===== config.mk =====
export PLATFORM = sky130hd
export DESIGN_NAME = humidity_risk_moving_average
export DESIGN_NICKNAME = d
export VERILOG_FILES = /design/src/rtl/core/hrma_pkg.sv /design/src/rtl/core/hrma_avg_div.sv /design/src/rtl/core/humidity_risk_moving_average.sv
export SDC_FILE = /design/constraint.sdc
export NUM_CORES = 2
export LEC_CHECK = 0
export BUFFER_PORTS_ARGS = -buffer_cell sky130_fd_sc_hd__buf_4
export CORE_MARGIN = 4
export CORE_UTILIZATION = 50
export DETAILED_ROUTE_END_ITERATION = 8
export PLACE_DENSITY = 0.77
export REMOVE_ABC_BUFFERS = 1
export SLEW_MARGIN = 10
export SYNTH_ARGS = -nofsm -noshare
export SYNTH_HDL_FRONTEND = slang
export SYNTH_SLANG_ARGS = --single-unit

===== constraint.sdc =====
create_clock -name clk -period 13 [get_ports clk]
set_input_delay 2.6 -clock clk [delete_from_list [all_inputs] [get_ports clk]]
set_output_delay 2.6 -clock clk [all_outputs]
set_load 0.1 [all_outputs]

===== src/rtl/core/hrma_pkg.sv =====
// Shared constants and types for the humidity risk moving average block.
`default_nettype none

package hrma_pkg;

    localparam int WINDOW_SIZE = 10;
    localparam int SAMPLE_W    = 16;
    localparam int POS_W       = (WINDOW_SIZE > 1) ? $clog2(WINDOW_SIZE) : 1;
    localparam int SUM_W       = $clog2(WINDOW_SIZE * 65535 + 1);

    localparam logic [SAMPLE_W-1:0] THRESHOLD_RESET = 16'd60;

    typedef enum logic [1:0] {
        RISK_NOT_FILLED   = 2'd0,
        RISK_LOW_HUMIDITY = 2'd1,
        RISK_TEMP_FALLING = 2'd2,
        RISK_TEMP_STEADY  = 2'd3
    } risk_t;

    typedef struct packed {
        logic [SAMPLE_W-1:0] co2;
        logic [SAMPLE_W-1:0] temperature;
        logic [SAMPLE_W-1:0] humidity;
    } sample_set_t;

endpackage

`default_nettype wire


===== src/rtl/core/hrma_avg_div.sv =====
// Two-step divide of a window sum by the window size: reciprocal multiply, then correction.
`default_nettype none

module hrma_avg_div (
    input  logic                          clk,
    input  logic                          load,
    input  logic [hrma_pkg::SUM_W-1:0]    sum,
    output logic [hrma_pkg::SAMPLE_W-1:0] quotient
);
    import hrma_pkg::*;

    localparam int PROD_W = 2 * SUM_W;
    localparam logic [SUM_W-1:0] RECIP   = SUM_W'((64'd1 << SUM_W) / WINDOW_SIZE);
    localparam logic [SUM_W-1:0] DIVISOR = SUM_W'(WINDOW_SIZE);

    logic [SUM_W-1:0]  sum_reg;
    logic [PROD_W-1:0] prod_reg;
    logic [SUM_W-1:0]  estimate;
    logic [SUM_W-1:0]  back_product;
    logic [SUM_W-1:0]  remainder;

    always_ff @(posedge clk)
    begin
        if (load)
        begin
            sum_reg  <= sum;
            prod_reg <= PROD_W'(sum) * PROD_W'(RECIP);
        end
    end

    // The estimate is never above the true quotient and at most one below it.
    always_comb
    begin
        estimate     = prod_reg[PROD_W-1:SUM_W];
        back_product = SUM_W'(estimate * DIVISOR);
        remainder    = sum_reg - back_product;
        if (remainder >= DIVISOR)
        begin
            quotient = SAMPLE_W'(estimate + 1'b1);
        end
        else
        begin
            quotient = SAMPLE_W'(estimate);
        end
    end

endmodule

`default_nettype wire


===== src/rtl/core/humidity_risk_moving_average.sv =====
// Top level: three-channel boxcar moving average with humidity/temperature risk status.
//
// Input channel: in_valid/in_stall carry one beat of CO2, temperature and humidity samples
// plus sample_valid. A beat with sample_valid low leaves windows and sums untouched but
// still advances the write position and still yields a result.
// Output channel: out_valid/out_stall carry one result beat per input beat, in order:
// three truncated averages and risk_status.
// Configuration: cfg_we/cfg_wdata write the low-humidity limit.
// Pipeline: a beat's ring slot is read as the beat is accepted, the sum update and
// reciprocal multiply happen as stage 1 advances, and the correction goes into the output
// register as stage 2 advances. Throughput: one beat per cycle while out_stall stays low,
// set by the ring memory's single read and single write per cycle and the per-channel
// sum read-modify-write.
// Reset: position, filled flag, sums and threshold go to their reset values at once;
// the ring entries are masked to zero by per-slot written flags, so no clearing pass.
// Stall: a held out_stall freezes the output register, then the pipeline stages behind
// it, and in_stall rises once the first stage can no longer drain.
`default_nettype none

module humidity_risk_moving_average (
    input  logic                          clk,
    input  logic                          rst_n,
    input  logic                          in_valid,
    output logic                          in_stall,
    input  logic [hrma_pkg::SAMPLE_W-1:0] co2_sample,
    input  logic [hrma_pkg::SAMPLE_W-1:0] temperature_sample,
    input  logic [hrma_pkg::SAMPLE_W-1:0] humidity_sample,
    input  logic                          sample_valid,
    output logic                          out_valid,
    input  logic                          out_stall,
    output logic [hrma_pkg::SAMPLE_W-1:0] co2_average,
    output logic [hrma_pkg::SAMPLE_W-1:0] temperature_average,
    output logic [hrma_pkg::SAMPLE_W-1:0] humidity_average,
    output hrma_pkg::risk_t               risk_status,
    input  logic                          cfg_we,
    input  logic [hrma_pkg::SAMPLE_W-1:0] cfg_wdata
);
    import hrma_pkg::*;

    localparam logic [POS_W-1:0] LAST_POS = POS_W'(WINDOW_SIZE - 1);

    // write position and fill state
    logic [POS_W-1:0]    pos_reg, pos_next;
    logic                filled_reg, filled_next;
    logic                wrap;
    logic                accept;

    // ring memory
    sample_set_t         ring_mem [WINDOW_SIZE];
    logic [WINDOW_SIZE-1:0] slot_written_reg;
    sample_set_t         rd_data_reg;
    logic                rd_hit_reg;
    sample_set_t         old_set;

    // stage 1: read returned, sums updated on advance
    logic                s1_valid_reg;
    logic [POS_W-1:0]    s1_slot_reg;
    sample_set_t         s1_samples_reg;
    logic                s1_sample_valid_reg;
    logic                s1_filled_reg;
    logic                adv2;

    logic [SUM_W-1:0]    co2_sum_reg, co2_sum_next;
    logic [SUM_W-1:0]    temp_sum_reg, temp_sum_next;
    logic [SUM_W-1:0]    hum_sum_reg, hum_sum_next;

    // stage 2: products held in the dividers
    logic                s2_valid_reg;
    logic [SAMPLE_W-1:0] s2_temp_reg;
    logic                s2_filled_reg;
    logic                adv3;
    logic [SAMPLE_W-1:0] co2_quot, temp_quot, hum_quot;
    risk_t               status;

    // output register
    logic                out_valid_reg;
    logic [SAMPLE_W-1:0] co2_avg_reg, temp_avg_reg, hum_avg_reg;
    risk_t               status_reg;

    logic [SAMPLE_W-1:0] threshold_reg;

    // handshake and stage advance
    assign adv3     = s2_valid_reg && (!out_valid_reg || !out_stall);
    assign adv2     = s1_valid_reg && (!s2_valid_reg || adv3);
    assign in_stall = s1_valid_reg && !adv2;
    assign accept   = in_valid && !in_stall;

    assign wrap        = (pos_reg == LAST_POS);
    assign pos_next    = wrap ? '0 : pos_reg + 1'b1;
    assign filled_next = filled_reg | wrap;

    always_ff @(posedge clk or negedge rst_n)
    begin
        if (!rst_n)
        begin
            pos_reg       <= '0;
            filled_reg    <= 1'b0;
            threshold_reg <= THRESHOLD_RESET;
        end
        else
        begin
            if (accept)
            begin
                pos_reg    <= pos_next;
                filled_reg <= filled_next;
            end
            if (cfg_we)
            begin
                threshold_reg <= cfg_wdata;
            end
        end
    end

    // Read the slot as the beat enters; write it back when stage 1 advances with a valid sample.
    // Adjacent beats always hit different slots, so no read can meet a pending write.
    always_ff @(posedge clk)
    begin
        if (accept)
        begin
            rd_data_reg <= ring_mem[pos_reg];
            rd_hit_reg  <= slot_written_reg[pos_reg];
        end
        if (adv2 && s1_sample_valid_reg)
        begin
            ring_mem[s1_slot_reg] <= s1_samples_reg;
        end
    end

    always_ff @(posedge clk or negedge rst_n)
    begin
        if (!rst_n)
        begin
            slot_written_reg <= '0;
        end
        else if (adv2 && s1_sample_valid_reg)
        begin
            slot_written_reg[s1_slot_reg] <= 1'b1;
        end
    end

    always_ff @(posedge clk or negedge rst_n)
    begin
        if (!rst_n)
        begin
            s1_valid_reg <= 1'b0;
        end
        else if (accept)
        begin
            s1_valid_reg <= 1'b1;
        end
        else if (adv2)
        begin
            s1_valid_reg <= 1'b0;
        end
    end

    always_ff @(posedge clk)
    begin
        if (accept)
        begin
            s1_slot_reg                <= pos_reg;
            s1_samples_reg.co2         <= co2_sample;
            s1_samples_reg.temperature <= temperature_sample;
            s1_samples_reg.humidity    <= humidity_sample;
            s1_sample_valid_reg        <= sample_valid;
            s1_filled_reg              <= filled_next;
        end
    end

    // Slots never written read as zero.
    assign old_set = rd_hit_reg ? rd_data_reg : '0;

    always_comb
    begin
        co2_sum_next  = co2_sum_reg;
        temp_sum_next = temp_sum_reg;
        hum_sum_next  = hum_sum_reg;
        if (s1_sample_valid_reg)
        begin
            co2_sum_next  = co2_sum_reg - SUM_W'(old_set.co2)
                            + SUM_W'(s1_samples_reg.co2);
            temp_sum_next = temp_sum_reg - SUM_W'(old_set.temperature)
                            + SUM_W'(s1_samples_reg.temperature);
            hum_sum_next  = hum_sum_reg - SUM_W'(old_set.humidity)
                            + SUM_W'(s1_samples_reg.humidity);
        end
    end

    always_ff @(posedge clk or negedge rst_n)
    begin
        if (!rst_n)
        begin
            co2_sum_reg  <= '0;
            temp_sum_reg <= '0;
            hum_sum_reg  <= '0;
        end
        else if (adv2)
        begin
            co2_sum_reg  <= co2_sum_next;
            temp_sum_reg <= temp_sum_next;
            hum_sum_reg  <= hum_sum_next;
        end
    end

    hrma_avg_div u_co2_div (
        .clk      (clk),
        .load     (adv2),
        .sum      (co2_sum_next),
        .quotient (co2_quot)
    );

    hrma_avg_div u_temp_div (
        .clk      (clk),
        .load     (adv2),
        .sum      (temp_sum_next),
        .quotient (temp_quot)
    );

    hrma_avg_div u_hum_div (
        .clk      (clk),
        .load     (adv2),
        .sum      (hum_sum_next),
        .quotient (hum_quot)
    );

    always_ff @(posedge clk or negedge rst_n)
    begin
        if (!rst_n)
        begin
            s2_valid_reg <= 1'b0;
        end
        else if (adv2)
        begin
            s2_valid_reg <= 1'b1;
        end
        else if (adv3)
        begin
            s2_valid_reg <= 1'b0;
        end
    end

    always_ff @(posedge clk)
    begin
        if (adv2)
        begin
            s2_temp_reg   <= s1_samples_reg.temperature;
            s2_filled_reg <= s1_filled_reg;
        end
    end

    always_comb
    begin
        priority if (!s2_filled_reg)
        begin
            status = RISK_NOT_FILLED;
        end
        else if (hum_quot < threshold_reg)
        begin
            status = RISK_LOW_HUMIDITY;
        end
        else if (s2_temp_reg < temp_quot)
        begin
            status = RISK_TEMP_FALLING;
        end
        else
        begin
            status = RISK_TEMP_STEADY;
        end
    end

    always_ff @(posedge clk or negedge rst_n)
    begin
        if (!rst_n)
        begin
            out_valid_reg <= 1'b0;
        end
        else if (adv3)
        begin
            out_valid_reg <= 1'b1;
        end
        else if (!out_stall)
        begin
            out_valid_reg <= 1'b0;
        end
    end

    always_ff @(posedge clk)
    begin
        if (adv3)
        begin
            co2_avg_reg  <= co2_quot;
            temp_avg_reg <= temp_quot;
            hum_avg_reg  <= hum_quot;
            status_reg   <= status;
        end
    end

    assign out_valid           = out_valid_reg;
    assign co2_average         = co2_avg_reg;
    assign temperature_average = temp_avg_reg;
    assign humidity_average    = hum_avg_reg;
    assign risk_status         = status_reg;

    // checks
    a_pos_in_range: assert property (@(posedge clk) disable iff (!rst_n)
        int'(pos_reg) < WINDOW_SIZE)
        else $error("write position beyond window");

    a_filled_sticky: assert property (@(posedge clk) disable iff (!rst_n)
        filled_reg |=> filled_reg)
        else $error("filled flag dropped");

    a_wrap_fills: assert property (@(posedge clk) disable iff (!rst_n)
        (accept && wrap) |=> (filled_reg && s1_filled_reg))
        else $error("wrapping beat did not see the window filled");

    a_accept_loads_s1: assert property (@(posedge clk) disable iff (!rst_n)
        accept |=> (s1_valid_reg && s1_slot_reg == $past(pos_reg)))
        else $error("accepted beat missing from first stage");

endmodule

`default_nettype wire


**After elaboration in Yosys (flattened, before gate mapping)**

Memories as Yosys holds them, arrays and structs flattened. A register that Yosys moved wholly into a read port is not among the register bits.
Index checks and enable logic that the tools add are counted.

- Flip-flop bits (word level): 387
- RAM bits: 480
- Input port bits: 70
- Output and inout bits: 52
- Word-level logic and storage cells: 101
- Memories kept: 1

Memories:

| memory | depth | width | rd ports | clocked after Yosys merged registers in | wr ports | line | RTL |
|---|---|---|---|---|---|---|---|
| ring_mem | 10 | 48 | 1 | 1 | 1 | humidity_risk_moving_average.sv:49 | `sample_set_t ring_mem [WINDOW_SIZE];` |

- Add/subtract/negate cells: 13
- $mul: 6
- Order comparisons: 8
- Equal/unequal tests: 2
- Muxes and demuxes: 22
- Bitwise operators: 3
- Reduce and logical (&&, ||, !) cells: 16

Operators by type and width:

| kind | number |
|---|---|
| 20-bit by 17-bit multiplier with 37-bit output, second input constant | 3 |
| 20-bit by 16-bit adder with 20-bit output | 3 |
| 20-bit by 4-bit greater-or-equal comparator with 1-bit output, second input constant | 3 |
| 20-bit 2-to-1 mux | 3 |
| 20-bit by 16-bit subtractor with 20-bit output | 3 |
| 20-bit subtractor | 3 |
| 17-bit by 3-bit multiplier with 19-bit output, second input constant | 3 |
| 16-bit by 1-bit adder with 16-bit output, second input constant | 3 |
| 16-bit 2-to-1 mux | 3 |
| 48-bit 2-to-1 mux | 1 |
| 16-bit < comparator | 2 |
| 1-bit 2-to-1 mux | 12 |
| 4-bit by 5-bit < comparator with 1-bit output, second input constant | 2 |
| 10-bit OR | 1 |
| 1-bit logical AND | 6 |
| 1-bit logical NOT | 5 |
| 4-bit by 1-bit adder with 4-bit output, second input constant | 1 |
| 1-bit binary-select mux with 4-bit select | 1 |
| 1-bit demux with 4-bit select | 1 |
| 4-bit == test, second input constant | 1 |
| 4-bit by 1-bit greater-or-equal comparator with 1-bit output, second input constant | 1 |
| 4-bit 2-to-1 mux | 1 |
| 2-bit nonzero test | 2 |
| 1-bit logical OR | 2 |
| other kinds (4) | 4 |

**Logic depth before layout (Yosys ltp)**

- Depth in word-level cells: 10
- Mapped depth: 41
- Depth with buffers taken out: 39

**Hierarchy**

A second synthesis with hierarchy kept.

- Cells, all modules: 4908
- Area total of the unflattened synthesis: 59563.4 µm²

Modules (own cells, without submodules):

| module | instances | cells an instance | area each (µm²) | seq. area each (µm²) |
|---|---|---|---|---|
| humidity_risk_moving_average | 1 | 2178 | 32967.9 | 21876.0 |
| hrma_avg_div (u_hum_div) | 1 | 965 | 9293.9 | 1081.0 |
| hrma_avg_div (u_co2_div) | 1 | 894 | 8774.7 | 1081.0 |
| hrma_avg_div (u_temp_div) | 1 | 871 | 8526.9 | 1081.0 |

**Worst setup path before layout**

OpenSTA, ideal clock, no wires.

- Path type: register -> register
- Start point: register rd_hit_reg
- End point: register u_hum_div.prod_reg[36], data pin
- Data arrival time: 9.381 ns
- Required time: 12.744 ns
- Setup slack: 3.363 ns
- Stages on the path, launching flop included: 37
- Buffers on the path: 1
- Clock period less this slack: 9.637 ns
- Cell sequence: edfxtp_1 > clkbuf_1 > and2_1 > ha_1 > inv_1 > ha_1 > fa_1 > a21o_1 > a21oi_1 > o21bai_1 > a2111oi_1 > nor3_1 > o21a_1 > o21a_1 > o41ai_1 > o21bai_1 > o311ai_0 > ha_1 > ha_1 > inv_1 > fa_1 > inv_1 > fa_1 > fa_1 > inv_1 > fa_1 > inv_1 > ha_1 > nor2b_1 > o21ai_0 > nand2b_1 > nor3_1 > a21oi_1 > a41oi_1 > o2111ai_1 > a2111o_1 > o211a_1

- Cells in the longest elaborated chain, start to end: 5

Ends and longest elaborated chain:

| what | line | RTL |
|---|---|---|
| start: declaration | humidity_risk_moving_average.sv:52 | `logic rd_hit_reg;` |
| start signal: assignment | humidity_risk_moving_average.sv:121 | `rd_hit_reg <= slot_written_reg[pos_reg];` |
| 48-bit 2-to-1 mux | humidity_risk_moving_average.sv:171 | `assign old_set = rd_hit_reg ? rd_data_reg : '0;` |
| 20-bit by 16-bit subtractor with 20-bit output | humidity_risk_moving_average.sv:184 | `hum_sum_next = hum_sum_reg - SUM_W'(old_set.humidity)` |
| 20-bit by 16-bit adder with 20-bit output | humidity_risk_moving_average.sv:185 | `+ SUM_W'(s1_samples_reg.humidity);` |
| 20-bit 2-to-1 mux | humidity_risk_moving_average.sv:178 | `if (s1_sample_valid_reg)` |
| named net hum_sum_next[18] | humidity_risk_moving_average.sv:65 | `logic [SUM_W-1:0] hum_sum_reg, hum_sum_next;` |
| 20-bit by 17-bit multiplier with 37-bit output | hrma_avg_div.sv:27 | `prod_reg <= PROD_W'(sum) * PROD_W'(RECIP);` |
| end signal: assignment | hrma_avg_div.sv:27 |  |
| end: declaration | hrma_avg_div.sv:17 | `logic [PROD_W-1:0] prod_reg;` |

The timed path passes the listed nets, and every way through them passes these cells.
A chain may end at the register's enable or synchronous reset.

**Final worst setup path**

Ends and elaborated chain as after synthesis.

==> results.json <==
{
  "status": "finished clean",
  "placed_cells": 6370,
  "netlist.area_leader.share_pct": 39.0,
  "synth_ff_type": "edfxtp_1",
  "r2r-end": "u_hum_div.prod_reg[36]",
  "worst_pin_slew_ns": 1.10,
  "synth.area.top_cells": "edfxtp_1 (39%), ha_1 (15%), fa_1 (13%)",
  "yosysWarnings": 0,
  "finish.utilization_pct": 55.8,
  "finalMaxSlewViolations": 0,
  "rsz0062_at_grt": "false",
  "cp_slowest_cell": "edfxtp_1",
  "synthCells": 4789,
  "synth_top_area_cell": "edfxtp_1",
  "synth_compound_area_share_pct": 7.80,
  "start_kind": "flip-flop",
  "synthXorXnorAreaFrac_pct": 3.50,
  "rr_startpoint": "rd_hit_reg",
  "place_congestion": 0.946,
  "path_buf_inv": 6,
  "worstHoldPathType": "reg -> reg",
  "io_pins": 122,
  "grt_usage_pct": 21.8,
  "cts.repair.resized": 0,
  "via_per_inst": 5.53,
  "yosysMostFrequentCell": "inv_1",
  "synth_fa_ha_area_share_pct": 27.3,
  "ys_top_cells_by_count": "inv_1 (872), edfxtp_1 (758), ha_1 (676)",
  "whs_endpoint": "s2_filled_reg",
  "worstPathRequired_ns": 13.41,
  "die_x_um": 349,
  "portBuffers": 121,
  "crit_family": "compound AO/OA/AOI/OAI gates",
  "hold_start": "s1_filled_reg",
  "synth_top_family_by_area": "adder cells",
  "synth.distinct_cells": 79,
  "n_fill_cell": 9163,
  "layoutNonFillerInstCount": 6544,
  "post-cts-setup-buffers": 0,
  "syn_area_sq_um": 58300,
  "cts_tree": "done",
  "grt_max_degree": 118,
  "syn_to_final_growth_pct": 10.1,
  "slew_headroom_pct": 26.2,
  "via_count": 36200,
  "core_sq_um": 115000,
  "finalCriticalPeriod_ns": 10.98,
  "finalCritPeriodShare_pct": 84.5,
  "largest_reg_flops": 480,
  "r2r_cells": 36,
  "numCtsBuffers": 92,
  "cts_hold_buf": 0,
  "synth_edf_count": 758,
  "cts_buffer_depth": 3,
  "endpoint_kind": "flip-flop",
  "setup_viol": 0,
  "die_area_sq_um": 122000,
  "synthMuxAreaShare_pct": 5.13,
  "antenna_found_initial": 5,
  "wire_per_inst_um": 20.0,
  "clock_sinks": 852,
  "drt-total-wl_um": 131000,
  "nets": 6071,
  "cts.htree.levels": 3,
  "rows": 124,
  "cp.arrival_ns": 11.39,
  "final.setup_skew_ns": 0.0255,
  "grt_pass1_vias": 38100,
  "cts-root-buf": "clkbuf_16",
  "timing.fmax_mhz": 91.1,
  "first_pass_iters": 5,
  "grt_overflow": 0,
  "grt_pass1_wl_um": 209000,
  "clk_pin_slew_worst_paths_ns": 0.06,
  "crit_type": "reg -> reg",
  "synthArstFlopShare_pct": 11.0,
  "tns_ns": 0,
  "avgSynthCellArea_sq_um": 12.2,
  "drive_gt1_share_pct": 9.54,
  "hold_path_depth": 0,
  "drv_cap": 0,
  "cp_max_fo": 33,
  "synth-seq-area-share_pct": 43.1,
  "drtIter0Drc": 2542,
  "place_hpwl_um": 94900,
  "ys_ff_latch": 852,
  "cpPeakStageDelay_ns": 1.08,
  "yosys.area_share.simple_pct": 6.90,
  "hold_viol_final": 0,
  "clk_latency_ns": 0.68,
  "ant_nets": 0,
  "route.detailed.drc": 0,
  "initial_core_util_pct": 50.7,
  "r2r_setup_slack_ns": 2.02,
  "chipHeight_um": 349
}
[cell usage in the layout, fill, tap and decap left out, drive strengths merged, types with 98 or more instances in the layout]
cell type / count
clkbuf: 121
ha: 676
inv: 880
o21ai: 198
fa: 373
buf: 167
nor2: 131
mux4: 98
and2: 112
a21oi: 192
edfxtp: 758
nand2: 213
xnor2: 160
[worst register-to-register path, delay by kind of cell (launching register included)]
family,cells,cell delay (ns)
AO/OA/AOI/OAI,15,4.45
adder cells (fa/ha/maj),10,3.62
buffers and inverters,6,0.47
flip-flops,1,1.08
AND/OR/NAND/NOR,5,1.09
[worst max-delay path by stage]
| stage | startpoint | end | slack [ns] | cells after the start |
|---|---|---|---|---|
| floorplan | out_stall | slot_written_reg[0] | 0.44 | 6 |
| global placement | rd_hit_reg | u_hum_div.prod_reg[36] | 2.45 | 36 |
| detailed placement | rd_hit_reg | u_co2_div.prod_reg[35] | 2.17 | 35 |
| CTS | rd_hit_reg | u_hum_div.prod_reg[36] | 2.09 | 36 |
| global route | rd_hit_reg | u_hum_div.prod_reg[36] | 1.18 | 36 |
| finish | rd_hit_reg | u_hum_div.prod_reg[36] | 2.02 | 36 |
[per-stage QoR]
stage | hold WS, ns | cell area (sq um) | worst slack, ns
global placement | 0.407 | 61200 | 2.45
global route | 0.435 | 64200 | 1.18
CTS | 0.425 | 64200 | 2.09
finish | 0.423 | 64200 | 2.02
floorplan | 0.400 | 57900 | 0.437
detailed placement | 0.412 | 61200 | 2.17
[cell families (layout without fill, tap and decap cells)]
kind of cell,count (synthesis),in the layout
compound gates,715,715
flops,852,852
xor+xnor,233,233
mux,174,174
buf+inv,970,1211
other cells,0,2
simple gates,796,796
fa+ha+maj,1049,1049
[final cells by class]
type / instances / area, sq um / share of cell area, %
diodes: 2 / 5.00 / 0.00780
clock buffers: 121 / 2490 / 3.88
clock inverters: 51 / 497 / 0.774
inverters: 872 / 3270 / 5.10
multi-input cells: 2967 / 29600 / 46.1
flip-flops and latches: 852 / 25100 / 39.2
well taps: 1512 / 1890 / 2.95
repair buffers: 167 / 1270 / 1.97
[routing by layer]
layer  up-vias  wire length (um)  global-route usage (%)
met5         -                 0                       0
met4         0              3440                    5.73
met3       202              7630                    3.02
met2      1050             63700                    36.8
met1     17900             56400                    29.8
li1      17100                 -                       -
Power is not shown: default switching activity piles up to over one toggle a cycle in this logic, so the estimate is an artifact.
